===== config.mk =====
export PLATFORM = sky130hd
export DESIGN_NAME = cgp_front
export DESIGN_NICKNAME = d
export VERILOG_FILES = /design/src/hw/rtl/assert_macros.svh /design/src/hw/rtl/cgp_pkg.sv /design/src/hw/rtl/cgp_front.sv
export SDC_FILE = /design/constraint.sdc
export NUM_CORES = 1
export LEC_CHECK = 0
export BUFFER_PORTS_ARGS = -buffer_cell sky130_fd_sc_hd__buf_2
export CAP_MARGIN = 25
export CORE_UTILIZATION = 47
export DETAILED_ROUTE_END_ITERATION = 12
export PLACE_DENSITY = 0.79
export SYNTH_ARGS = -nofsm -noshare
export SYNTH_HDL_FRONTEND = slang
export SYNTH_SLANG_ARGS = --single-unit

===== constraint.sdc =====
create_clock -name clk -period 3.1 [get_ports clk]
set_input_delay 0.31 -clock clk [delete_from_list [all_inputs] [get_ports clk]]
set_output_delay 0.31 -clock clk [all_outputs]
set_load 0.1 [all_outputs]

===== src/hw/rtl/assert_macros.svh =====
// Assertion helpers: clocked on the rising edge, off while reset is active.
`ifndef ASSERT_MACROS_SVH
`define ASSERT_MACROS_SVH

`ifndef NO_ASSERTIONS

`define ASSERT_ALWAYS(lbl, clk, rst_n, cond, msg) \
  lbl: assert property (@(posedge clk) disable iff (!rst_n) (cond)) else $error(msg);

`define ASSERT_IMPLIES(lbl, clk, rst_n, ante, cons, msg) \
  lbl: assert property (@(posedge clk) disable iff (!rst_n) (ante) |-> (cons)) else $error(msg);

`define ASSERT_NEXT(lbl, clk, rst_n, ante, cons, msg) \
  lbl: assert property (@(posedge clk) disable iff (!rst_n) (ante) |=> (cons)) else $error(msg);

`else

`define ASSERT_ALWAYS(lbl, clk, rst_n, cond, msg)
`define ASSERT_IMPLIES(lbl, clk, rst_n, ante, cons, msg)
`define ASSERT_NEXT(lbl, clk, rst_n, ante, cons, msg)

`endif

`endif


===== src/hw/rtl/cgp_pkg.sv =====
package cgp_pkg;

  localparam int MEMORY_BYTES  = 16384;
  localparam int ADDR_W        = $clog2(MEMORY_BYTES);
  localparam int ROW_BYTES     = 80;
  localparam int SCREEN_ROWS   = 200;
  localparam int ODD_BANK_BASE = 8192;
  localparam int GROUP_PIXELS  = 8;
  localparam int PIX_IDX_W     = $clog2(GROUP_PIXELS);

  localparam int MODE_ENABLE_BIT = 3;
  localparam int MODE_HIRES_BIT  = 4;
  localparam int CSEL_BRIGHT_BIT = 4;
  localparam int CSEL_PAL_BIT    = 5;

  typedef enum logic {
    ACT_WRITE  = 1'b0,
    ACT_RENDER = 1'b1
  } action_t;

  typedef enum logic {
    REG_MODE = 1'b0,
    REG_CSEL = 1'b1
  } reg_index_t;

  typedef struct packed {
    logic       enable;
    logic       hires;
    logic       bright;
    logic       pal_one;
    logic [3:0] nib;
  } disp_cfg_t;

  typedef struct packed {
    logic              write;
    logic [ADDR_W-1:0] addr;
    logic [7:0]        data;
    logic [7:0]        row;
    logic [6:0]        col;
  } front_item_t;

  function automatic logic [23:0] cga_rgb(input logic [3:0] c);
    logic [23:0] rgb;
    case (c)
      4'd0:    rgb = 24'h000000;
      4'd1:    rgb = 24'h0000AA;
      4'd2:    rgb = 24'h00AA00;
      4'd3:    rgb = 24'h00AAAA;
      4'd4:    rgb = 24'hAA0000;
      4'd5:    rgb = 24'hAA00AA;
      4'd6:    rgb = 24'hAA5500;
      4'd7:    rgb = 24'hAAAAAA;
      4'd8:    rgb = 24'h555555;
      4'd9:    rgb = 24'h5555FF;
      4'd10:   rgb = 24'h55FF55;
      4'd11:   rgb = 24'h55FFFF;
      4'd12:   rgb = 24'hFF5555;
      4'd13:   rgb = 24'hFF55FF;
      4'd14:   rgb = 24'hFFFF55;
      default: rgb = 24'hFFFFFF;
    endcase
    return rgb;
  endfunction

  // Palette zero gives 2v, palette one 2v+1, intensity adds 8.
  function automatic logic [3:0] pixel_colour(input disp_cfg_t cfg,
                                              input logic [7:0] pix_byte,
                                              input logic [PIX_IDX_W-1:0] idx);
    logic [1:0] pair;
    logic [2:0] shamt;
    logic [1:0] v;
    logic [3:0] c;
    pair  = idx[PIX_IDX_W-1:1];
    shamt = 3'd6 - {pair, 1'b0};
    v     = 2'((pix_byte >> shamt) & 8'd3);
    if (!cfg.enable) begin
      c = 4'd0;
    end else if (cfg.hires) begin
      c = pix_byte[3'd7 - idx] ? cfg.nib : 4'd0;
    end else if (v == 2'd0) begin
      c = cfg.nib;
    end else begin
      c = {cfg.bright, v, cfg.pal_one};
    end
    return c;
  endfunction

endpackage


===== src/hw/rtl/cgp_front.sv =====
module cgp_front
  import cgp_pkg::*;
(
  input  logic        clk,
  input  logic        rst_n,
  input  logic        in_valid,
  output logic        in_stall,
  input  logic        in_action,
  input  logic [13:0] in_memory_address,
  input  logic [7:0]  in_write_data,
  input  logic [7:0]  in_screen_row,
  input  logic [6:0]  in_byte_column,
  input  logic        down_ready,
  output logic        s1_valid,
  output front_item_t s1_item
);

  logic        s1_valid_r;
  logic        s1_valid_nxt;
  front_item_t s1_item_r;
  front_item_t item_nxt;
  logic        is_write;
  logic        in_range;
  logic [6:0]  row_half;
  logic [ADDR_W-1:0] offset;

  assign is_write = (in_action == ACT_WRITE);
  assign in_range = (in_screen_row < 8'(SCREEN_ROWS)) && (in_byte_column < 7'(ROW_BYTES));
  assign row_half = in_screen_row[7:1];
  assign offset   = ADDR_W'(row_half) * ADDR_W'(ROW_BYTES) + ADDR_W'(in_byte_column);

  assign in_stall = s1_valid_r && !down_ready;

  always_comb begin
    item_nxt.write = is_write;
    item_nxt.data  = in_write_data;
    item_nxt.row   = in_screen_row;
    item_nxt.col   = in_byte_column;
    if (is_write) begin
      item_nxt.addr = ADDR_W'(in_memory_address);
    end else if (in_screen_row[0]) begin
      item_nxt.addr = offset + ADDR_W'(ODD_BANK_BASE);
    end else begin
      item_nxt.addr = offset;
    end
  end

  always_comb begin
    s1_valid_nxt = s1_valid_r;
    if (!in_stall) begin
      s1_valid_nxt = in_valid && (is_write || in_range);
    end
  end

  always_ff @(posedge clk) begin
    if (!rst_n) begin
      s1_valid_r <= 1'b0;
    end else begin
      s1_valid_r <= s1_valid_nxt;
    end
  end

  always_ff @(posedge clk) begin
    if (in_valid && !in_stall) begin
      s1_item_r <= item_nxt;
    end
  end

  assign s1_valid = s1_valid_r;
  assign s1_item  = s1_item_r;

endmodule


Word level (Yosys, flattened, before mapping)
Cells that the tools add are included.
Widths: inputs -> output; s select.
Storage, ports and cells
  logic and storage cells: 21
  output and inout bits: 40
  bits in latches: 0
  ROM bits: 0
  bits in writable memories: 0
  bits in registers: 39
  memories kept: 0
Cells by class
  bitwise operators: 1
  order comparisons: 2
  mux-type cells: 2
  div/mod/pow operators: 0
  shift-type cells: 0
  eq/ne operators: 0
  multiply operators: 1
  $add $sub $neg: 2
  reduce and logical (&&, ||, !) cells: 7
Operators by type and width (count)
  $mux 14: 2
  $add 14x14->14 const B: 1
  $add 14x7->14: 1
  $mul 7x3->10 const B: 1
  $lt 8x8->1 const B: 1
  $lt 7x7->1 const B: 1
  $logic_and 1x1->1: 4
  $logic_not 1->1: 2
  $logic_or 1x1->1: 1
  $not 1->1: 1

Longest topological paths before layout
Gate-level depths: netlist of the first run.
  depth after elaboration: 5
  mapped depth: 10
  gate-level depth less buffers: 10

Worst setup path after synthesis of the first run
No wires, ideal clock.
  path type: register to register
  start: register s1_valid_r (netlist: s1_valid)
  end: register s1_item_r, in the netlist s1_item[0] (enable)
  library setup time: 0.531 ns
  path buffers: 0
  setup slack: -0.999 ns
  stages on the path, launching flop included: 3
  data arrival time: 3.569 ns
  path through: dfxtp_1 -> nor2b_1 -> nor2b_1
On the way
  longest elaborated chain between the ends: 3
RTL lines
  start: declaration: line cgp_front.sv:18  | logic s1_valid_r;
  start signal: assignment: line cgp_front.sv:59  | s1_valid_r <= s1_valid_nxt;
  $logic_and 1x1->1: line cgp_front.sv:32  | assign in_stall = s1_valid_r && !down_ready;
  via in_stall: line cgp_front.sv:7  | output logic in_stall,
  $logic_not 1->1: line cgp_front.sv:64  | if (in_valid && !in_stall) begin
  $logic_and 1x1->1: line cgp_front.sv:64
  end signal: assignment: line cgp_front.sv:65  | s1_item_r <= item_nxt;
  end: declaration: line cgp_front.sv:20  | front_item_t s1_item_r;
The timed path passes the listed nets, and every way through them passes these cells.
A chain may end at the register's enable or synchronous reset.

==> results.ini, run 1 <==
[floorplanning]
row_count = 22
die-area_um2 = 4297
fp.dieW_um = 65.55
start_util_pct = 50.33
io_pins = 82
die_height_um = 65.55
coreArea_um2 = 3771

[route]
num_vias = 1351
viasPerCell = 5.060
drt_iter0_markers = 85
wl_per_cell_um = 14.03
wl_mm = 3.745
drc_errors = 0
postRouteAntennaNets = 0
firstDrtPassIters = 4

[clock_network]
cts_resized = 0
cts.htree.levels = 2
root_buffer = clkbuf_8
tritoncts = done
cts_sinks = 39
clock_path_buffers = 2
clk_latency_ps = 290
postCtsSetupRepairBufs = 0
clk_pin_slew_ps = 70
cts_hold_buf = 0
cts_made_buffers = 5

[synth]
syn_area_um2 = 1898
avgSynthCellArea_um2 = 14.49
seq_area_frac_synth_pct = 61.17
synth_top_cell_area_share_pct = 60.12
synth.net_count = 188
async_flop_share_pct = 0
yosys.area.top_type = edfxtp_1
ys_ff_latch = 39
synth_area_leaders = edfxtp_1, ha_1, mux2_2, xnor2_1, nor2b_1
yosys_warnings = 0
synth-edff-count = 38
synth_flop_cell = edfxtp_1
synth.distinct_cells = 34
syn_inst = 131

[placed_design]
hpwl_mm = 2.872
portBuffers = 81
place_congestion = 0.8457
placed_area_um2 = 2366

[grt]
grt_start_max_net_pins = 39
grt_pass1_vias = 1252
antenna_found_initial = 0
grtUsageTotal_pct = 18.59
grt_overflow = 0
grt_pass1_wl_mm = 5.775

[run_status]
status = completed

[sta]
fin_crit_sh_pct = 79.08
rsz0062_at_grt = no
setup_viol = 0
maxSlewHeadroom_pct = 67.20
tightestPinTransition_ps = 495.4
skew_ps = 7.399
fmax_mhz = 407.9
tns_ps = 0
drv_slew = 0
fin_crit_ps = 2451
hold_viol_final = 0

[worst_setup_path]
crit_path_max_incr_delay_ps = 400
cp_common_cell = ha_1
slowest_stage = fa_1
critPathMaxFanout = 4
crit_path_cell_trace = buf_2, ha_1, ha_1, inv_1, fa_1, nor2b_1, o22ai_1, xnor2_1, nand4_1, xor2_1, mux2_4
required_ps = 3140
path_buf_inv = 2
crit_path_end_kind = register
crit_type = input port to register
crit_arrival_ps = 2490
cp_top_family = adder cells
start_kind = input port

[flow_run]
maxCapViolCount = 0

[power_and_ir_drop]
combPwrFrac_pct = 31.3
p_int_mw = 1.071
clock_power_share_pct = 29.9
p_leak_nw = 1.103
pwr-share-seq_pct = 38.8
sw_frac_of_total_pct = 34.67
peakVddDrop_mv = 0.3017
power_switching_mw = 0.5683
power.density_nw_per_um2 = 650.7

[final_layout]
fillers = 303
final_core_util_pct = 66.79
num-nets-final = 275
layout_commonest_cell = buf_2
area_growth_pct = 32.70
mostFrequentLayoutCells = buf_2, edfxtp_1, ha_1
design_area_um2 = 2519
num_antenna_cells = 0
drive_above_1_share_pct = 46.58

[hold_path]
hp-class = input port to register

[registers in the layout, summed over array words and instances (netlist names)]
register,cells
s1_item,38
s1_valid,1
[through the flow]
| stage | setup slack, ps | hold slack (ps) | std cells | power, mW |
|---|---|---|---|---|
| final | 648.6 | 193.3 | 267 | 1.639 |
| after global routing | 515.5 | 181.9 | 267 | 1.701 |
| after CTS | 658.6 | 185.6 | 266 | 1.651 |
| after detailed placement | 360.8 | 490.1 | 258 | 1.158 |
| after global placement | 416.1 | 486.7 | 258 | 1.152 |
| after floorplan | 203.0 | 408.9 | 131 | 1.063 |
[per-layer routing]
layer  up-vias  wire (um)  track usage [%]
met5         -          0                0
met4         0         44            6.522
met3         5        262            5.729
met2        54       1865            31.70
met1       628       1572            22.03
li1        664          -                -
[logic make-up (layout without fill, tap and decap cells)]
kind of cell,after synthesis,in the layout,synth area share (%)
fa+ha+maj,15,15,10.68
flops,39,39,61.17
xor+xnor,10,10,4.614
mux,8,8,4.944
compound gates,20,20,7.252
buf+inv,10,98,1.977
simple gates,29,29,9.361
[cell usage after synthesis, types with 3 or more instances]
cell,instances
edfxtp_1,38
ha_1,13
inv_1,8
a21oi_1,7
mux2_2,7
nor2b_1,7
nor2_1,6
xnor2_1,6
nand2_1,5
xor2_1,4
o21ai_0,3
[final timing paths]
check	from	endpoint	slack, ps	cells after the start
setup / recovery	in_screen_row[2]	s1_item[36]	650	11
setup reg to reg	s1_valid	s1_item[5]	1780	3
hold / removal	in_write_data[0]	s1_item[15]	190	1
hold reg to reg	s1_valid	s1_valid	690	3
[power groups by stage]
stage | Clock (mW) | Sequential, mW | Combinational, mW
2_1_floorplan | 0 | 0.919 | 0.144
3_3_place_gp | 0 | 0.646 | 0.506
3_5_place_dp | 0 | 0.648 | 0.510
4_1_cts | 0.502 | 0.637 | 0.512
5_1_grt | 0.521 | 0.639 | 0.541
6_report | 0.490 | 0.636 | 0.513
[cell type report]
| type | count | area, um^2 | share of cell area, % |
|---|---|---|---|
| multi-input combinational | 82 | 709.4 | 28.17 |
| sequential | 39 | 1161 | 46.10 |
| inverter | 8 | 30.03 | 1.192 |
| clock inverter | 2 | 60.06 | 2.384 |
| clock buffer | 6 | 72.57 | 2.881 |
| timing repair buffer | 82 | 425.4 | 16.89 |
| tap | 48 | 60.06 | 2.384 |
Power figures use the tool's default switching activity.
==> run 2, diff against run 1 <==
- clock period: 3.1 -> 2.45 ns (I/O delays scaled with it)
==> run 2 against run 1 <==
Global-route usage is 0.85 points higher. Total power increased by 23%. Clock skew hardly changed. First-iteration DRC count decreased by 8.2%. Combinational power grew 34%. Hold slack worse by 62 ps. Sequential power is 27% higher. Critical path type unchanged. Critical endpoint unchanged.
==> results.ini, run 2 (synthesis gave the netlist of run 1 again) <==
[floorplanning]
coreArea_um2 = 3771  ; unchanged
die_height_um = 65.55  ; unchanged
fp.dieW_um = 65.55  ; unchanged
io_pins = 82  ; unchanged
die-area_um2 = 4297  ; unchanged
row_count = 22  ; unchanged
start_util_pct = 50.33  ; unchanged

[worst_setup_path]
crit_cells = 9  ; was 11
crit_path_cell_trace = buf_2, ha_1, ha_1, a211o_1, and3_4, o311ai_2, nand4_1, xor2_1, mux2_4  ; was buf_2, ha_1, ha_1, inv_1, fa_1, nor2b_1, o22ai_1, xnor2_1, nand4_1, xor2_1, mux2_4
cp_common_cell = ha_1  ; unchanged
start_kind = input port  ; unchanged
path_buf_inv = 1  ; was 2
crit_path_max_incr_delay_ps = 320  ; was 400 ps
reg2regPathDepth = 3  ; unchanged
timing.rr.end = s1_item[16]  ; was s1_item[5]
reg2reg_slack_ps = 1100  ; was 1780 ps
slowest_stage = a211o_1  ; was fa_1
critPathMaxFanout = 3  ; was 4
crit_type = input port to register  ; unchanged
worstReg2RegStart = s1_valid  ; unchanged
required_ps = 2500  ; was 3140 ps
cp_top_family = compound AO/OA/AOI/OAI gates  ; was adder cells
crit_arrival_ps = 2360  ; was 2490 ps
crit_path_end_kind = register  ; unchanged

[clock_network]
clock_path_buffers = 2  ; unchanged
clk_pin_slew_ps = 80  ; was 70 ps
cts_sinks = 39  ; unchanged
cts_made_buffers = 5  ; unchanged
postCtsSetupRepairBufs = 0  ; unchanged
cts.htree.levels = 2  ; unchanged
tritoncts = done  ; unchanged
cts_hold_buf = 0  ; unchanged
cts_resized = 0  ; unchanged
clk_latency_ps = 290  ; about the same
root_buffer = clkbuf_8  ; unchanged

[grt]
grt_overflow = 0  ; unchanged
grt_pass1_vias = 1321  ; was 1252
grt_pass1_wl_mm = 5.989  ; was 5.775 mm
grtUsageTotal_pct = 19.44  ; was 18.59%
antenna_found_initial = 0  ; unchanged
grt_start_max_net_pins = 39  ; unchanged

[sta]
skew_ps = 7.300  ; was 7.399 ps
hold_ws_ps = 131.5  ; was 193.3 ps
tightestPinTransition_ps = 501.5  ; was 495.4 ps
drv_slew = 0  ; unchanged
hold_viol_final = 0  ; unchanged
fmax_mhz = 432.9
fin_crit_ps = 2310
rsz0062_at_grt = no  ; unchanged
setup_viol = 0  ; unchanged
maxSlewHeadroom_pct = 66.80  ; was 67.20%
fin_crit_sh_pct = 94.29

[power_and_ir_drop]
total_power_mw = 2.018  ; was 1.639 mW
sw_frac_of_total_pct = 36.64  ; was 34.67%
peakVddDrop_mv = 0.2886  ; was 0.3017 mV
power_switching_mw = 0.7395  ; was 0.5683 mW
p_int_mw = 1.279  ; was 1.071 mW
clock_power_share_pct = 26.2  ; was 29.9%
pwr-share-seq_pct = 39.9  ; was 38.8%
combPwrFrac_pct = 33.9  ; was 31.3%
power.density_nw_per_um2 = 779.6  ; was 650.7 nW/um^2
p_leak_nw = 1.156  ; was 1.103 nW

[placed_design]
placed_area_um2 = 2476  ; was 2366 um^2
hpwl_mm = 3.105  ; was 2.872 mm
dp_cells = 272  ; was 258
portBuffers = 81  ; unchanged
place_congestion = 0.8488  ; was 0.8457

[final_layout]
num-nets-final = 288  ; was 275
num_antenna_cells = 0  ; unchanged
largest_register_ffs = 38  ; unchanged
design_area_um2 = 2589  ; was 2519 um^2
fillers = 268  ; was 303
area_growth_pct = 36.39  ; was 32.70%
final_core_util_pct = 68.65  ; was 66.79%
mostFrequentLayoutCells = buf_2, edfxtp_1, buf_4  ; was buf_2, edfxtp_1, ha_1
drive_above_1_share_pct = 50.00  ; was 46.58%
stdcell_count = 280  ; was 267
layout_commonest_cell = buf_2  ; unchanged

[flow_run]
maxCapViolCount = 0  ; unchanged

[run_status]
status = completed  ; unchanged

[route]
firstDrtPassIters = 4  ; unchanged
wl_per_cell_um = 14.07  ; was 14.03 um
drc_errors = 0  ; unchanged
num_vias = 1391  ; was 1351
viasPerCell = 4.968  ; was 5.060
postRouteAntennaNets = 0  ; unchanged
wl_mm = 3.940  ; was 3.745 mm
drt_iter0_markers = 78  ; was 85

[hold_path]
holdCritStartpoint = in_write_data[6]  ; was in_write_data[0]
holdPathStages = 1  ; unchanged
min_to = s1_item[21]  ; was s1_item[15]
hp-class = input port to register  ; unchanged

## run 2: changes by cell type in the layout (fill, tap and decap cells not counted), sizes merged
cell	change
clkbuf	-1
buf	+13
clkinv	+2
bufinv	-1
## run 2: worst max-delay path by stage
stage / to / start
after floorplan: s1_item[36] / in_screen_row[3]
after global placement: s1_item[36] / in_screen_row[3]
after detailed placement: s1_item[36] / in_screen_row[3]
after CTS: s1_item[36] / in_screen_row[3]
after global routing: s1_item[36] / in_screen_row[3]
final: s1_item[36] / in_screen_row[3]
## run 2: layout make-up
type                       count  area (um^2)  area share (%)
sequential                    39         1161           44.85
timing repair buffer          95        510.5           19.72
multi-input combinational     82        714.4           27.60
clock buffer                   5        68.82           2.658
clock inverter                 3        43.79           1.692
inverter                       8        30.03           1.160
tap                           48        60.06           2.320
## run 2: metrics by stage
stage	setup WS (ps)	setup TNS, ps
2_1_floorplan	40.24	0
3_3_place_gp	-93.03	-126.4
3_5_place_dp	-175.9	-232.2
4_1_cts	133.7	0
5_1_grt	57.63	0
6_report	139.9	0
## run 2: power by group through the flow
stage / sequential [mW] / combinational [mW] / clock (mW)
2_1_floorplan: 1.16 / 0.184 / 0
5_1_grt: 0.808 / 0.721 / 0.566
3_3_place_gp: 0.818 / 0.678 / 0
6_report: 0.805 / 0.685 / 0.529
3_5_place_dp: 0.821 / 0.685 / 0
4_1_cts: 0.805 / 0.689 / 0.535
## run 2: routing by layer
metal | GRT usage [%] | wire, um | up-vias
met1 | 21.88 | 1560 | 635
met5 | 0 | 0 | -
met2 | 34.28 | 1981 | 61
li1 | - | - | 687
met4 | 10.60 | 79 | 0
met3 | 3.819 | 318 | 8
==> run 3, diff against run 2 <==
- CORE_MARGIN: unset -> 2
- HOLD_SLACK_MARGIN: unset -> 0.15
==> run 3 against run 2 <==
Global-route usage is 2.1 points lower. Total power fell by 4.7%. Core utilization decreased by 0.67 points. Clock skew down 1.5 ps. Critical path depth increased by 2. Critical path type unchanged. Largest power group unchanged.
==> results.ini, run 3 (synthesis gave the netlist of run 1 again) <==
[run_status]
status = completed  ; unchanged

[worst_setup_path]
reg2regPathDepth = 3  ; unchanged
slowest_stage = fa_1  ; was a211o_1
crit_path_max_incr_delay_ps = 390  ; was 320 ps
critPathMaxFanout = 4  ; was 3
cp_common_cell = ha_1  ; unchanged
crit_path_cell_trace = buf_2, ha_1, ha_1, inv_1, fa_1, nor2b_1, o22ai_1, xnor2_1, nand4_1, xor2_1, mux2_4  ; was buf_2, ha_1, ha_1, a211o_1, and3_4, o311ai_2, nand4_1, xor2_1, mux2_4
endpoint = s1_item[36]  ; unchanged
worstReg2RegStart = s1_valid  ; unchanged
crit_path_end_kind = register  ; unchanged
crit_arrival_ps = 2340  ; was 2360 ps
reg2reg_slack_ps = 1000  ; was 1100 ps
crit_type = input port to register  ; unchanged
crit_cells = 11  ; was 9
cp_top_family = adder cells  ; was compound AO/OA/AOI/OAI gates
worstSetupStartpoint = in_screen_row[2]  ; was in_screen_row[3]
timing.rr.end = s1_item[17]  ; was s1_item[16]
path_buf_inv = 2  ; was 1
start_kind = input port  ; unchanged
required_ps = 2490  ; was 2500 ps

[clock_network]
cts_made_buffers = 5  ; unchanged
cts.htree.levels = 2  ; unchanged
cts_resized = 0  ; unchanged
clk_pin_slew_ps = 70  ; was 80 ps
clock_path_buffers = 2  ; unchanged
clk_latency_ps = 280  ; was 290 ps
tritoncts = done  ; unchanged
root_buffer = clkbuf_8  ; unchanged
cts_sinks = 39  ; unchanged

[power_and_ir_drop]
total_power_mw = 1.924  ; was 2.018 mW
p_leak_nw = 1.192  ; was 1.156 nW
peakVddDrop_mv = 0.2540  ; was 0.2886 mV
power.density_nw_per_um2 = 717.9  ; was 779.6 nW/um^2

[final_layout]
final_core_util_pct = 67.98  ; was 68.65%
num-nets-final = 299  ; was 288
drive_above_1_share_pct = 47.33  ; was 50.00%
area_growth_pct = 41.20  ; was 36.39%
layout_commonest_cell = buf_2  ; unchanged
num_antenna_cells = 0  ; unchanged
mostFrequentLayoutCells = buf_2, edfxtp_1, buf_4  ; unchanged
largest_register_ffs = 38  ; unchanged
fillers = 306  ; was 268

[floorplanning]
die-area_um2 = 4563  ; was 4297 um^2
fp.dieW_um = 67.55  ; was 65.55 um
io_pins = 82  ; unchanged
coreArea_um2 = 3943  ; was 3771 um^2
start_util_pct = 48.14  ; was 50.33%
die_height_um = 67.55  ; was 65.55 um
row_count = 23  ; was 22

[sta]
drv_slew = 0  ; unchanged
setup_viol = 0  ; unchanged
hold_viol_final = 0  ; unchanged
hold_ws_ps = 172.6  ; was 131.5 ps
maxSlewHeadroom_pct = 66.98  ; was 66.80%
fin_crit_ps = 2300  ; was 2310 ps
setup_ws_ps = 149.8  ; was 139.9 ps
skew_ps = 5.787  ; was 7.300 ps
tns_ps = 0  ; unchanged
fmax_mhz = 434.7  ; was 432.9 MHz
fin_crit_sh_pct = 93.89  ; was 94.29%
rsz0062_at_grt = no  ; unchanged
tightestPinTransition_ps = 498.8  ; was 501.5 ps

[grt]
grtUsageTotal_pct = 17.38  ; was 19.44%
grt_pass1_vias = 1324  ; was 1321
antenna_found_initial = 0  ; unchanged
grt_pass1_wl_mm = 5.830  ; was 5.989 mm
gr-usage-met2_pct = 30.64  ; was 34.28%
grt_busiest_layer = met2  ; unchanged
grtUsageMet3_pct = 4.500  ; was 3.819%
grt_overflow = 0  ; unchanged
grt_start_max_net_pins = 31  ; was 39
use_met1_pct = 20.33  ; was 21.88%

[route]
drt_iter0_markers = 88  ; was 78
wl_per_cell_um = 13.15  ; was 14.07 um
viasPerCell = 4.782  ; was 4.968
wl_mm = 3.854  ; was 3.940 mm
drc_errors = 0  ; unchanged
firstDrtPassIters = 4  ; unchanged
postRouteAntennaNets = 0  ; unchanged
num_vias = 1401  ; was 1391

[hold_path]
holdPathStages = 1  ; unchanged
hp-class = input port to register  ; unchanged

[placed_design]
hpwl_mm = 3.027  ; was 3.105 mm
place_congestion = 0.8723  ; was 0.8488
portBuffers = 81  ; unchanged
dp_slack_ps = -142.1  ; was -175.9 ps

[flow_run]
maxCapViolCount = 0  ; unchanged

[run 3: worst reg2reg max path, delay by kind of cell, from the launching register on]
family                 cells  cell delay [ps]
AND/OR/NAND/NOR            2              380
flip-flops                 1              310
buffers and inverters      1              410
[run 3: worst min path at each step]
stage / startpoint / to / slack [ps]
after floorplan: in_byte_column[0] / s1_item[0] / 340
after global placement: in_write_data[1] / s1_item[16] / 420
after detailed placement: in_write_data[1] / s1_item[16] / 420
after CTS: in_byte_column[0] / s1_item[0] / 150
after global routing: in_byte_column[4] / s1_item[4] / 160
final: in_byte_column[4] / s1_item[4] / 170
[run 3: final cells by class]
type | count | area [um^2] | share of cell area [%]
clock buffer | 7 | 86.33 | 3.221
clock inverter | 1 | 5.005 | 0.1867
inverter | 8 | 30.03 | 1.120
multi-input combinational | 82 | 714.4 | 26.66
sequential | 39 | 1161 | 43.32
tap | 50 | 62.56 | 2.334
timing repair buffer | 106 | 620.6 | 23.16
[run 3: stage by stage]
stage | area (um^2) | instances
2_1_floorplan | 1913 | 131
3_3_place_gp | 2479 | 274
3_5_place_dp | 2479 | 274
4_1_cts | 2670 | 292
5_1_grt | 2680 | 293
6_report | 2680 | 293
[run 3: layer usage]
| layer | vias to the layer above | wire length (um) |
|---|---|---|
| met1 | 632 | 1704 |
| li1 | 707 | - |
| met4 | 0 | 32 |
| met2 | 60 | 1813 |
| met3 | 2 | 304 |
| met5 | - | 0 |
[run 3: power breakdown]
part / internal (mW) / switching, mW / total, mW
clock network: 0.227 / 0.199 / 0.426
logic: 0.194 / 0.501 / 0.695
registers: 0.793 / 0.00957 / 0.803
total: 1.21 / 0.710 / 1.92
[run 3: what timing repair did]
| action | 4_1_cts | 5_1_grt |
|---|---|---|
| hold buffers | 10 | 1 |
| hold endpoints to repair | 10 | 1 |
| buffers inserted | 0 | 0 |
