==> src/hw/rtl/assert_macros.svh <==
// Assertion helpers: clocked on the rising edge, off while reset is active.
`ifndef ASSERT_MACROS_SVH
`define ASSERT_MACROS_SVH

`ifndef NO_ASSERTIONS

`define ASSERT_ALWAYS(lbl, clk, rst_n, cond, msg) \
  lbl: assert property (@(posedge clk) disable iff (!rst_n) (cond)) else $error(msg);

`define ASSERT_IMPLIES(lbl, clk, rst_n, ante, cons, msg) \
  lbl: assert property (@(posedge clk) disable iff (!rst_n) (ante) |-> (cons)) else $error(msg);

`define ASSERT_NEXT(lbl, clk, rst_n, ante, cons, msg) \
  lbl: assert property (@(posedge clk) disable iff (!rst_n) (ante) |=> (cons)) else $error(msg);

`else

`define ASSERT_ALWAYS(lbl, clk, rst_n, cond, msg)
`define ASSERT_IMPLIES(lbl, clk, rst_n, ante, cons, msg)
`define ASSERT_NEXT(lbl, clk, rst_n, ante, cons, msg)

`endif

`endif

==> src/hw/rtl/cgp_pkg.sv <==
package cgp_pkg;

  localparam int MEMORY_BYTES  = 16384;
  localparam int ADDR_W        = $clog2(MEMORY_BYTES);
  localparam int ROW_BYTES     = 80;
  localparam int SCREEN_ROWS   = 200;
  localparam int ODD_BANK_BASE = 8192;
  localparam int GROUP_PIXELS  = 8;
  localparam int PIX_IDX_W     = $clog2(GROUP_PIXELS);

  localparam int MODE_ENABLE_BIT = 3;
  localparam int MODE_HIRES_BIT  = 4;
  localparam int CSEL_BRIGHT_BIT = 4;
  localparam int CSEL_PAL_BIT    = 5;

  typedef enum logic {
    ACT_WRITE  = 1'b0,
    ACT_RENDER = 1'b1
  } action_t;

  typedef enum logic {
    REG_MODE = 1'b0,
    REG_CSEL = 1'b1
  } reg_index_t;

  typedef struct packed {
    logic       enable;
    logic       hires;
    logic       bright;
    logic       pal_one;
    logic [3:0] nib;
  } disp_cfg_t;

  typedef struct packed {
    logic              write;
    logic [ADDR_W-1:0] addr;
    logic [7:0]        data;
    logic [7:0]        row;
    logic [6:0]        col;
  } front_item_t;

  function automatic logic [23:0] cga_rgb(input logic [3:0] c);
    logic [23:0] rgb;
    case (c)
      4'd0:    rgb = 24'h000000;
      4'd1:    rgb = 24'h0000AA;
      4'd2:    rgb = 24'h00AA00;
      4'd3:    rgb = 24'h00AAAA;
      4'd4:    rgb = 24'hAA0000;
      4'd5:    rgb = 24'hAA00AA;
      4'd6:    rgb = 24'hAA5500;
      4'd7:    rgb = 24'hAAAAAA;
      4'd8:    rgb = 24'h555555;
      4'd9:    rgb = 24'h5555FF;
      4'd10:   rgb = 24'h55FF55;
      4'd11:   rgb = 24'h55FFFF;
      4'd12:   rgb = 24'hFF5555;
      4'd13:   rgb = 24'hFF55FF;
      4'd14:   rgb = 24'hFFFF55;
      default: rgb = 24'hFFFFFF;
    endcase
    return rgb;
  endfunction

  // Palette zero gives 2v, palette one 2v+1, intensity adds 8.
  function automatic logic [3:0] pixel_colour(input disp_cfg_t cfg,
                                              input logic [7:0] pix_byte,
                                              input logic [PIX_IDX_W-1:0] idx);
    logic [1:0] pair;
    logic [2:0] shamt;
    logic [1:0] v;
    logic [3:0] c;
    pair  = idx[PIX_IDX_W-1:1];
    shamt = 3'd6 - {pair, 1'b0};
    v     = 2'((pix_byte >> shamt) & 8'd3);
    if (!cfg.enable) begin
      c = 4'd0;
    end else if (cfg.hires) begin
      c = pix_byte[3'd7 - idx] ? cfg.nib : 4'd0;
    end else if (v == 2'd0) begin
      c = cfg.nib;
    end else begin
      c = {cfg.bright, v, cfg.pal_one};
    end
    return c;
  endfunction

endpackage

==> src/hw/rtl/cgp_shifter.sv <==
`include "assert_macros.svh"

module cgp_shifter
  import cgp_pkg::*;
(
  input  logic        clk,
  input  logic        rst_n,
  input  disp_cfg_t   cfg,
  input  logic        s2_valid,
  input  logic [7:0]  s2_row,
  input  logic [6:0]  s2_col,
  input  logic [7:0]  s2_byte,
  output logic        s2_take,
  output logic        out_valid,
  input  logic        out_stall,
  output logic [9:0]  out_pixel_x,
  output logic [7:0]  out_pixel_y,
  output logic [3:0]  out_colour_index,
  output logic [23:0] out_pixel_rgb,
  output logic        out_last_pixel
);

  logic                 ser_valid_r;
  logic                 ser_valid_nxt;
  logic [PIX_IDX_W-1:0] ser_cnt_r;
  logic [PIX_IDX_W-1:0] ser_cnt_nxt;
  logic [7:0]           ser_byte_r;
  logic [7:0]           ser_row_r;
  logic [6:0]           ser_col_r;
  logic                 out_valid_r;
  logic                 out_valid_nxt;
  logic [9:0]           out_x_r;
  logic [7:0]           out_y_r;
  logic [3:0]           out_colour_r;
  logic [23:0]          out_rgb_r;
  logic                 out_last_r;
  logic                 out_free;
  logic                 step;
  logic                 last_step;
  logic [3:0]           colour;

  assign out_free  = !out_valid_r || !out_stall;
  assign step      = ser_valid_r && out_free;
  assign last_step = step && (ser_cnt_r == PIX_IDX_W'(GROUP_PIXELS - 1));
  assign s2_take   = s2_valid && (!ser_valid_r || last_step);
  assign colour    = pixel_colour(cfg, ser_byte_r, ser_cnt_r);

  always_comb begin
    ser_valid_nxt = ser_valid_r;
    ser_cnt_nxt   = ser_cnt_r;
    if (s2_take) begin
      ser_valid_nxt = 1'b1;
      ser_cnt_nxt   = '0;
    end else if (last_step) begin
      ser_valid_nxt = 1'b0;
      ser_cnt_nxt   = '0;
    end else if (step) begin
      ser_cnt_nxt = ser_cnt_r + 1'b1;
    end
  end

  always_comb begin
    out_valid_nxt = out_valid_r && out_stall;
    if (step) begin
      out_valid_nxt = 1'b1;
    end
  end

  always_ff @(posedge clk) begin
    if (!rst_n) begin
      ser_valid_r <= 1'b0;
      ser_cnt_r   <= '0;
      out_valid_r <= 1'b0;
    end else begin
      ser_valid_r <= ser_valid_nxt;
      ser_cnt_r   <= ser_cnt_nxt;
      out_valid_r <= out_valid_nxt;
    end
  end

  always_ff @(posedge clk) begin
    if (s2_take) begin
      ser_byte_r <= s2_byte;
      ser_row_r  <= s2_row;
      ser_col_r  <= s2_col;
    end
  end

  always_ff @(posedge clk) begin
    if (step) begin
      out_x_r      <= {ser_col_r, ser_cnt_r};
      out_y_r      <= ser_row_r;
      out_colour_r <= colour;
      out_rgb_r    <= cga_rgb(colour);
      out_last_r   <= (ser_cnt_r == PIX_IDX_W'(GROUP_PIXELS - 1));
    end
  end

  assign out_valid        = out_valid_r;
  assign out_pixel_x      = out_x_r;
  assign out_pixel_y      = out_y_r;
  assign out_colour_index = out_colour_r;
  assign out_pixel_rgb    = out_rgb_r;
  assign out_last_pixel   = out_last_r;

  `ASSERT_IMPLIES(a_last_on_eighth, clk, rst_n, out_valid_r, out_last_r == (out_x_r[2:0] == 3'd7), "last flag off the eighth pixel")
  `ASSERT_NEXT(a_load_restarts, clk, rst_n, s2_take, ser_valid_r && ser_cnt_r == '0, "group load did not restart count")
  `ASSERT_NEXT(a_hold_count, clk, rst_n, ser_valid_r && !step && !s2_take, $stable(ser_cnt_r), "pixel count moved under stall")
  `ASSERT_IMPLIES(a_dark_when_off, clk, rst_n, out_valid_r && !cfg.enable, out_colour_r == 4'd0 && out_rgb_r == 24'd0, "pixel lit with display off")

endmodule

==> config.mk <==
export PLATFORM = sky130hd
export DESIGN_NAME = cgp_shifter
export DESIGN_NICKNAME = d
export VERILOG_FILES = /design/src/hw/rtl/cgp_pkg.sv /design/src/hw/rtl/cgp_shifter.sv
export VERILOG_INCLUDE_DIRS = /design/src /design/src/hw/rtl
export SDC_FILE = /design/constraint.sdc
export NUM_CORES = 1
export LEC_CHECK = 0
export BUFFER_PORTS_ARGS = -buffer_cell sky130_fd_sc_hd__clkbuf_2
export CAP_MARGIN = 20
export CORE_MARGIN = 2
export CORE_UTILIZATION = 40
export CTS_CLUSTER_DIAMETER = 150
export CTS_CLUSTER_SIZE = 16
export DETAILED_ROUTE_END_ITERATION = 16
export GPL_ROUTABILITY_DRIVEN = 1
export HOLD_SLACK_MARGIN = 0.02
export PLACE_DENSITY = 0.78
export SLEW_MARGIN = 20
export SYNTH_ARGS = -nofsm -noshare
export SYNTH_HDL_FRONTEND = slang
export SYNTH_SLANG_ARGS = --single-unit
==> constraint.sdc <==
create_clock -name clk -period 8.3 [get_ports clk]
set_input_delay 0.415 -clock clk [delete_from_list [all_inputs] [get_ports clk]]
set_output_delay 0.415 -clock clk [all_outputs]
set_load 0.1 [all_outputs]
Word level (Yosys, flattened, before mapping)
Memory sizes are Yosys's and may differ from the RTL's. A register that Yosys moved wholly into a read port is not among the register bits.
Index checks and enable logic that the tools add are counted.
{"block": "totals", "regBits": 51, "word_cells": 39, "memories": 1, "inputBits": 35, "romBits": 384, "out_inout_bits": 49}
{"block": "op_classes", "n_mux": 9, "order_cmp": 1, "add_sub_neg": 3, "n_shift": 1, "bitwise_logic": 1, "n_eq_ne": 1, "n_reduce_logical": 12}
{"memory": "(no name shown)", "depth": 16, "word_bits": 24, "rd": 1, "rd_ports_with_merged_regs": 1, "write_ports": 0, "line": "cgp_pkg.sv:44", "text": "case (c)"}
{"op": "4-bit two-way mux", "n": 4}
{"op": "8-bit by 3-bit >> shifter with 2-bit output", "n": 1}
{"op": "3-bit subtractor, first input constant", "n": 2}
{"op": "1-bit logical AND", "n": 4}
{"op": "3-bit by 4-bit < comparator with 1-bit output, second input constant", "n": 1}
{"op": "1-bit two-way mux", "n": 4}
{"op": "3-bit by 1-bit adder with 3-bit output, second input constant", "n": 1}
{"op": "1-bit binary-select mux with 3-bit select", "n": 1}
{"op": "3-bit equality test, second input constant", "n": 1}
{"op": "1-bit zero test", "n": 3}
{"op": "3-bit OR reduction", "n": 1}
{"op": "2-bit zero test", "n": 1}
{"op": "1-bit logical OR", "n": 2}
{"op": "2-bit nonzero test", "n": 1}
{"op": "1-bit NOT", "n": 1}

Depth between registers and ports, before layout
Gate-level depths: netlist of run 1.
{"block": "logic_depth", "word_depth": 7, "depth_mapped": 6}

Worst setup path before layout of run 1
Ideal clock, no wire load.
{"block": "synth_timing", "kind": "register to register", "start": "register out_valid_r (netlist: out_valid)", "end": "register ser_byte_r[0], enable pin", "path_slack_ps": 1336, "n_path_buf": 0, "setup_ps": 543, "arrival_ps": 6420, "stages_incl_launch_ff": 4, "required_ps": 7757, "path_cell_list": "dfxtp_1 > a21boi_1 > nand2_1 > a21boi_0"}
{"block": "synth_via", "elab_chain_len": 6}
{"element": "start: declaration", "line": "cgp_shifter.sv:30", "text": "logic out_valid_r;"}
{"element": "start signal: assignment", "line": "cgp_shifter.sv:77", "text": "out_valid_r <= out_valid_nxt;"}
{"element": "1-bit zero test", "line": "cgp_shifter.sv:42", "text": "assign out_free = !out_valid_r || !out_stall;"}
{"element": "1-bit logical OR", "line": "cgp_shifter.sv:42"}
{"element": "1-bit logical AND", "line": "cgp_shifter.sv:43", "text": "assign step = ser_valid_r && out_free;"}
{"element": "net step", "line": "cgp_shifter.sv:38", "text": "logic step;"}
{"element": "1-bit logical AND", "line": "cgp_shifter.sv:44", "text": "assign last_step = step && (ser_cnt_r == PIX_IDX_W'(GROUP_PIXELS - 1));"}
{"element": "1-bit logical OR", "line": "cgp_shifter.sv:45", "text": "assign s2_take = s2_valid && (!ser_valid_r || last_step);"}
{"element": "1-bit logical AND", "line": "cgp_shifter.sv:45"}
{"element": "net s2_take", "line": "cgp_shifter.sv:13", "text": "output logic s2_take,"}
{"element": "end signal: assignment", "line": "cgp_shifter.sv:83", "text": "ser_byte_r <= s2_byte;"}
{"element": "end: declaration", "line": "cgp_shifter.sv:27", "text": "logic [7:0] ser_byte_r;"}
The timed path passes the listed nets, and every way through them passes these cells.
A chain may end at the register's enable or synchronous reset.

Worst setup path in the final report of run 1
{"block": "layout_timing", "start": "register ser_valid_r", "end": "output port s2_take"}
{"block": "layout_via", "elab_chain_len": 4, "elab_cells_between_ends": 5}
{"element": "start: declaration", "line": "cgp_shifter.sv:23", "text": "logic ser_valid_r;"}
{"element": "start signal: assignment", "line": "cgp_shifter.sv:75", "text": "ser_valid_r <= ser_valid_nxt;"}
{"element": "1-bit logical AND", "line": "cgp_shifter.sv:43"}
{"element": "net step", "line": "cgp_shifter.sv:38"}
{"element": "1-bit logical AND", "line": "cgp_shifter.sv:44"}
{"element": "1-bit logical OR", "line": "cgp_shifter.sv:45"}
{"element": "1-bit logical AND", "line": "cgp_shifter.sv:45"}
{"element": "end: declaration", "line": "cgp_shifter.sv:13"}
The timed path passes the listed nets, and every way through them passes these cells.

==> reports/results.ini, run 1 <==
[timing]
layout_min_cycle_time_ns=2.77
finalHoldViolCount=0
final-setup-viol-count=0
setup_tns_ns=0
fin_worst_skew_ns=0.00767
tightest_slew_ns=0.555
max_slew_margin_pct=63.1
fin_crit_sh_pct=33.4
max_freq_ghz=0.361
maxSlewViolCount=0
rsz0062_at_grt=false

[die]
initial_core_util_pct=41.8
die_area_um2=6020
coreArea_um2=5170
boundaryPins=84
die_h_um=77.6
die_x_um=77.6
row_count=26

[hold_path]
hold_start=s2_col[2]
hold_depth=1
min_to=ser_col_r[2]
hp-class=in -> reg

[yosys]
ys.flop_type=edfxtp_1
ys_seq_area_share_pct=71.2
synth-seq-cells=53
async_flop_share_pct=0
synth_top_area_share_pct=66.6
synth_nets=169
yosys_warnings=0
netlist_area_um2=2160
synth_area_leaders=edfxtp_1 67%, buf_4 7.6%, dfxtp_1 4.6%
synth_top_area_cell=edfxtp_1
syn_avg_cell_area_um2=16.4
synth_cells=132
synth.distinct_cells=33
synth-edff-count=48

[clock_tree]
cts_setup_buffers=0
hold_buffers=0
clk_pin_slew_ns=0.09
cts_buffers=5
clkSinkCount=53
ctsResizeCount=0
clock_path_buffers=2
h-tree-depth=2
cts-root-buf=clkbuf_8
clk_latency_ns=0.30
cts_tree=built

[critical_path]
cpMaxStageDelayCell=clkbuf_2
r2r_setup_slack_ns=5.85
crit_required_ns=7.89
r2r_end=out_pixel_rgb[14]
cp-start-kind=flop
regToRegStartpoint=ser_cnt_r[1]
crit_arrival_ns=2.36
reg2regPathDepth=5
crit_path_max_fanout=29
critical_path_class=reg -> out
crit_chain=a21boi_2 -> buf_4 -> nand2_1 -> a21boi_2 -> buf_4 -> clkbuf_2
cp_slowest_stage_delay_ns=0.51
endpoint_kind=output port

[route]
top_layer=met4
via_count=1254
dr.pass1.iters=4
final_antenna_net_count=0
drt-met1-wl_mm=1.38
via_per_inst=4.64
met3_length_um=477
wl_mm=3.36
met2WireLength_mm=1.47
drt_first_iter_violations=61
wl_per_cell_um=12.5
drc=0

[placement]
io_buffers=83
gp_congestion=0.855
dpl.hpwl_mm=2.57
dp_cells=262
placed_area_um2=2500

[global_routing]
grt_first_pass_wirelength_mm=5.24
track_usage_pct=11.7
grt_pass1_vias=1179
overflow=0
grt_max_degree=30
antenna_found_initial=0

[final_layout]
area_growth_pct=21.1
layoutNonFillerInstCount=270
diodes=0
final_common_cell=clkbuf_2
final_cell_mix=83 x clkbuf_2, 48 x edfxtp_1, 8 x mux2i_1
drive_gt1_share_pct=50.5
fin_area_um2=2620
nets=236

[power_and_ir_drop]
worst_ir_drop_vdd_mv=0.159
total_leakage_power_uw=0.00107
power_density_nw_per_um2=247

[status]
outcome=finished clean

[flow_run]
maxCapViolCount=0

## stage by stage
stage / hold slack, ns / setup WS (ns) / power (µW) / utilization, %
after floorplan: 0.400 / 1.34 / 459 / -
after global routing: 0.257 / 5.33 / 671 / 50.7
final: 0.281 / 5.53 / 648 / 50.7
after global placement: 0.402 / 5.80 / 475 / 48.4
after detailed placement: 0.405 / 5.77 / 476 / 48.4
after CTS: 0.266 / 5.49 / 655 / 50.7
## worst max-delay path, delay by kind of cell (launching register included)
family                 cells  cell delay (ns)
and+or+nand+nor            1             0.16
buffers and inverters      3             1.15
AOI/OAI and AO/OA          2             0.32
DFF                        1             0.40
## how the worst max path moves through the flow
stage | start | end | slack (ns) | cells past startpoint
global route | ser_valid_r | s2_take | 5.33 | 6
global placement | out_stall | s2_take | 5.80 | 7
floorplan | out_valid | ser_byte_r[0] | 1.34 | 3
CTS | ser_valid_r | s2_take | 5.49 | 6
finish | ser_valid_r | s2_take | 5.53 | 6
detailed placement | out_stall | s2_take | 5.77 | 7
## sequential cells by signal, indices dropped and copies added (netlist names)
| signal | flops |
|---|---|
| out_colour_index | 1 |
| out_last_pixel | 1 |
| out_pixel_rgb | 5 |
| out_pixel_x | 10 |
| out_pixel_y | 8 |
| out_valid | 1 |
| ser_byte_r | 8 |
| ser_cnt_r | 3 |
| ser_col_r | 7 |
| ser_row_r | 8 |
| ser_valid_r | 1 |
## area by class of cell
class                           instances  area, µm²
Clock buffer                            5       68.8
Inverter                                2       7.51
Tap cell                               70       87.6
Multi-Input combinational cell         52        438
Timing Repair Buffer                   85        430
Fill cell                             439       2550
Clock inverter                          3       47.5
Sequential cell                        53       1540
## kinds of logic (layout without fill, tap and decap cells)
logic type               count (synthesis)  count (layout)  share of synthesized area (%)
flip-flops                              53              53                           71.2
buffers and inverters                   27              95                           8.90
AND/OR/NAND/NOR                         19              19                           4.86
AO/OA/AOI/OAI                           18              18                           6.47
multiplexers                            12              12                           6.99
adder cells (fa/ha/maj)                  2               2                           1.16
XOR/XNOR                                 1               1                          0.405
## cell usage after synthesis (all sizes together), types with 3 or more instances
cell      n
a21oi     4
buf      24
mux2i     8
edfxtp   48
nor2      4
dfxtp     5
nor2b     3
o2bb2ai   3
## layer usage
layer,vias to the layer above,track usage [%]
met5,-,0
met4,0,5.18
met3,4,7.21
met2,82,17.7
met1,558,13.2
li1,610,-
## where the power goes
group / internal (µW) / leakage (µW) / switching [µW]
registers: 309 / 0.000500 / 7.09
logic: 24.2 / 0.000511 / 129
clock network: 92.0 / 0.0000591 / 86.4
(Power assumes the default switching activity.)
==> inputs of run 2 (changes only) <==
==> constraint.sdc (replaced) <==
create_clock -name clk -period 2.8 [get_ports clk]
set_input_delay 0.14 -clock clk [delete_from_list [all_inputs] [get_ports clk]]
set_output_delay 0.14 -clock clk [all_outputs]
set_load 0.1 [all_outputs]
==> reports/results.ini, run 2 (synthesis results as in run 1) <==
[status]
outcome=finished clean

[die]
initial_core_util_pct=41.8  ; unchanged
coreArea_um2=5170  ; unchanged
die_h_um=77.6  ; unchanged
die_x_um=77.6  ; unchanged
die_area_um2=6020  ; unchanged
boundaryPins=84  ; unchanged
row_count=26  ; unchanged

[final_layout]
layoutNonFillerInstCount=294  ; +8.9%
nets=260  ; +10%
largest_reg_flops=10  ; unchanged
num-fill-cells=395  ; -10%
fin_area_um2=2870  ; +9.4%
final_util_pct=55.4  ; +4.7 points
final_cell_mix=82 x clkbuf_2, 48 x edfxtp_1, 23 x dlygate4sd3_1
area_growth_pct=32.4
diodes=0  ; unchanged
drive_gt1_share_pct=46.0  ; -4.5 points
final_common_cell=clkbuf_2

[critical_path]
reg2regPathDepth=5  ; unchanged
regToRegStartpoint=ser_cnt_r[1]
cpMaxStageDelayCell=mux4_2
crit_buf_inv=0  ; -3
endpoint_kind=flop
crit_required_ns=2.85  ; -5.04 ns
cp_slowest_stage_delay_ns=0.59  ; +0.08 ns
crit_arrival_ns=2.37  ; about the same
cp-start-kind=flop
crit_chain=mux4_2 -> nor2_1 -> mux2_2 -> a32oi_1 -> o31ai_2
r2r_setup_slack_ns=0.48  ; -5.37 ns
critical_path_class=reg -> reg
r2r_end=out_pixel_rgb[14]
cp-startpoint=ser_cnt_r[1]
crit_path_max_fanout=5  ; -83%
crit_family=multiplexers

[clock_tree]
clock_path_buffers=2  ; unchanged
cts-root-buf=clkbuf_8
cts_setup_buffers=0  ; unchanged
clk_pin_slew_ns=0.09  ; about the same
cts_tree=built
cts_buffers=5  ; unchanged
h-tree-depth=2  ; unchanged
ctsResizeCount=0  ; unchanged
clk_latency_ns=0.30  ; about the same
clkSinkCount=53  ; unchanged

[timing]
maxSlewViolCount=0  ; unchanged
setup_tns_ns=0  ; unchanged
rsz0062_at_grt=false
max_freq_ghz=0.431
final-setup-viol-count=0  ; unchanged
fin_crit_sh_pct=82.8
fin_worst_skew_ns=0.00560  ; -0.00207 ns
max_slew_margin_pct=63.0  ; -0.14 points
finalHoldViolCount=0  ; unchanged
tightest_slew_ns=0.558  ; +0.00218 ns
layout_min_cycle_time_ns=2.32

[route]
final_antenna_net_count=0  ; unchanged
wl_per_cell_um=12.9  ; +3.3%
via_count=1347  ; +7.4%
via_per_inst=4.58  ; -1.4%
drc=0  ; unchanged
dr.pass1.iters=4  ; unchanged
wl_mm=3.78  ; +12%
drt_first_iter_violations=36  ; -41%

[hold_path]
hold_start=rst_n
hold_depth=2  ; +1
min_to=out_valid
hp-class=in -> reg

[power_and_ir_drop]
worst_ir_drop_vdd_mv=0.398  ; +150%
total_leakage_power_uw=0.00117  ; +9.6%
power_density_nw_per_um2=646  ; +160%

[global_routing]
overflow=0  ; unchanged
grt_first_pass_wirelength_mm=5.91  ; +13%
grt_pass1_vias=1324  ; +12%
grt_max_degree=29  ; -3.3%
track_usage_pct=12.9  ; +1.2 points
antenna_found_initial=0  ; unchanged

[placement]
io_buffers=83  ; unchanged
gp_congestion=0.815  ; -4.6%
dp_cells=263  ; +0.38%
placed_area_um2=2550  ; +1.6%
dpl.hpwl_mm=2.60  ; +1.0%

[flow_run]
maxCapViolCount=0  ; unchanged

-- run 2: changes by cell type in the layout (fill, tap and decap cells not counted), sizes merged --
cell,change
buf,+2
bufinv,-1
clkbuf,-1
clkinv,+2
dlygate4sd3,+23
inv,-1
-- run 2: what timing repair did --
item,in CTS,in global routing
hold endpoints to repair,23,0
hold buffers,23,0
endpoints found under the setup margin,0,0
-- run 2: metal layers --
| layer | up-vias | wire (µm) | GRT usage (%) |
|---|---|---|---|
| met5 | - | 0 | 0 |
| met4 | 0 | 71 | 5.36 |
| met3 | 9 | 437 | 5.93 |
| met2 | 86 | 1790 | 22.1 |
| met1 | 595 | 1490 | 13.7 |
| li1 | 657 | - | - |
-- run 2: power by group --
part | internal [µW] | switching [µW] | total, µW
Sequential | 915 | 21.6 | 937
Combinational | 98.0 | 391 | 489
Clock | 178 | 246 | 425
Total | 1190 | 659 | 1850
-- run 2: final cells by class --
cell class	instances	area, µm²	share of cell area [%]
Multi-Input combinational cell	52	455	15.9
Timing Repair Buffer	109	683	23.8
Clock buffer	5	68.8	2.40
Sequential cell	53	1540	53.8
Tap cell	70	87.6	3.06
Inverter	2	7.51	0.262
Clock inverter	3	21.3	0.742
-- run 2: worst max path at each step --
| stage | end | slack, ns | cells past startpoint |
|---|---|---|---|
| after floorplan | ser_byte_r[0] | 0.07 | 3 |
| after global placement | out_pixel_rgb[14] | 0.56 | 5 |
| after detailed placement | out_pixel_rgb[14] | 0.50 | 5 |
| after CTS | out_pixel_rgb[14] | 0.47 | 5 |
| after global routing | out_pixel_rgb[14] | 0.33 | 5 |
| final | out_pixel_rgb[14] | 0.48 | 5 |
-- run 2: metrics by stage --
step | hold slack (ns) | setup slack, ns | total power (µW)
floorplan | 0.239 | 0.0686 | 1360
global route | 0.0884 | 0.331 | 1910
finish | 0.0903 | 0.481 | 1850
CTS | 0.0818 | 0.473 | 1870
detailed placement | 0.319 | 0.503 | 1420
global placement | 0.317 | 0.560 | 1410
==> inputs of run 3 (changes only) <==
==> constraint.sdc (replaced) <==
create_clock -name clk -period 2.36 [get_ports clk]
set_input_delay 0.118 -clock clk [delete_from_list [all_inputs] [get_ports clk]]
set_output_delay 0.118 -clock clk [all_outputs]
set_load 0.1 [all_outputs]
==> reports/results.ini, run 3 (synthesis results as in run 1) <==
[status]
outcome=finished clean

[clock_tree]
clkSinkCount=53  ; unchanged
clk_latency_ns=0.30  ; about the same
cts_buffers=5  ; unchanged
clk_pin_slew_ns=0.09  ; about the same
clock_path_buffers=2  ; unchanged
cts_tree=built
cts_setup_buffers=0  ; unchanged
cts-root-buf=clkbuf_8
h-tree-depth=2  ; unchanged

[route]
via_count=1350  ; +0.22%
via_per_inst=4.59  ; +0.22%
dr.pass1.iters=6  ; +2
wl_per_cell_um=13.9  ; +7.7%
drc=0  ; unchanged
wl_mm=4.08  ; +7.7%
drt_first_iter_violations=44  ; +22%
final_antenna_net_count=0  ; unchanged

[power_and_ir_drop]
worst_ir_drop_vdd_mv=0.560  ; +41%
power_density_nw_per_um2=793  ; +23%
total_leakage_power_uw=0.00119  ; +1.3%

[final_layout]
area_growth_pct=33.9
diodes=0  ; unchanged
nets=261  ; +0.38%
drive_gt1_share_pct=46.4  ; +0.45 points
fin_area_um2=2900  ; +1.1%
final_util_pct=56.0  ; +0.60 points
largest_reg_flops=10  ; unchanged
final_cell_mix=82 x clkbuf_2, 48 x edfxtp_1, 23 x dlygate4sd3_1
final_common_cell=clkbuf_2

[timing]
finalHoldViolCount=0  ; unchanged
fin_crit_sh_pct=95.0  ; +12 points
rsz0062_at_grt=false
tightest_slew_ns=0.561  ; +0.00357 ns
max_freq_ghz=0.446  ; +3.4%
maxSlewViolCount=0  ; unchanged
worst_slack_ns=0.117  ; -0.364 ns
layout_min_cycle_time_ns=2.24  ; -0.0762 ns
final-setup-viol-count=0  ; unchanged
max_slew_margin_pct=62.7  ; -0.24 points
fin_worst_skew_ns=0.00618  ; +0.000580 ns
hold_ws_ns=0.0673  ; -0.0230 ns

[global_routing]
grt_first_pass_wirelength_mm=6.66  ; +13%
grt_max_degree=29  ; unchanged
overflow=0  ; unchanged
grt_pass1_vias=1423  ; +7.5%
track_usage_pct=14.3  ; +1.4 points
antenna_found_initial=0  ; unchanged

[die]
die_h_um=77.6  ; unchanged
coreArea_um2=5170  ; unchanged
die_area_um2=6020  ; unchanged
boundaryPins=84  ; unchanged
row_count=26  ; unchanged
die_x_um=77.6  ; unchanged
initial_core_util_pct=41.8  ; unchanged

[critical_path]
crit_path_max_fanout=6  ; +1
crit_buf_inv=0  ; unchanged
regToRegStartpoint=ser_cnt_r[1]
cp-start-kind=flop
crit_family=multiplexers
critical_path_class=reg -> reg
cpMaxStageDelayCell=mux4_2
crit_arrival_ns=2.29  ; -0.08 ns
crit_chain=mux4_2 -> nor2_1 -> mux2_2 -> a32oi_1 -> o31ai_2
endpoint_kind=flop
cp-startpoint=ser_cnt_r[1]
crit_required_ns=2.41  ; -0.44 ns
cp_slowest_stage_delay_ns=0.61  ; +0.02 ns

[placement]
dpl.hpwl_mm=2.79  ; +7.5%
io_buffers=83  ; unchanged
place_ws_ns=0.124  ; -0.379 ns
gp_congestion=0.764  ; -6.2%
placed_area_um2=2560  ; +0.39%

[hold_path]
hold_start=rst_n
hp-class=in -> reg

[flow_run]
maxCapViolCount=0  ; unchanged

run 3: cell types whose count changed in the layout (fill, tap and decap cells not counted), sizes merged:
cell and delta:
clkinv -2, buf +1, bufinv +1
run 3: metrics by stage:
| stage | power, µW | std cells | TNS [ns] |
|---|---|---|---|
| after detailed placement | 1690 | 264 | 0 |
| after global placement | 1680 | 264 | 0 |
| after global routing | 2370 | 294 | 0 |
| after floorplan | 1620 | 132 | -6.58 |
| final | 2300 | 294 | 0 |
| after CTS | 2310 | 294 | 0 |
run 3: area by class of cell:
type | instances | area (µm²)
inverters | 2 | 7.51
clock inverters | 2 | 38.8
repair buffers | 110 | 694
well taps | 70 | 87.6
fillers | 420 | 2270
clock buffers | 5 | 68.8
flip-flops and latches | 53 | 1550
multi-input cells | 52 | 455
run 3: power breakdown:
part | internal [µW] | switching, µW
clock | 314 | 288
combinational | 118 | 466
sequential | 1090 | 26.8
run 3: what timing repair did:
item	CTS	global route
hold buffers	23	0
gates resized for setup	0	1
endpoints found under the setup margin	0	1
endpoints found under the hold margin	23	0
run 3: routing by layer:
metal / track usage [%] / part of all wire, % / up-vias
li1: - / - / 657
met5: 0 / 0 / -
met3: 6.51 / 10 / 4
met2: 25.3 / 50 / 78
met4: 3.75 / 0.81 / 0
met1: 15.3 / 39 / 611
run 3: worst paths after layout:
check / end / slack (ns) / depth (start not counted)
max reg2reg: out_pixel_rgb[14] / 0.12 / 5
min: ser_valid_r / 0.07 / 2
min reg2reg: out_pixel_y[7] / 0.43 / 0
max: out_pixel_rgb[14] / 0.12 / 5
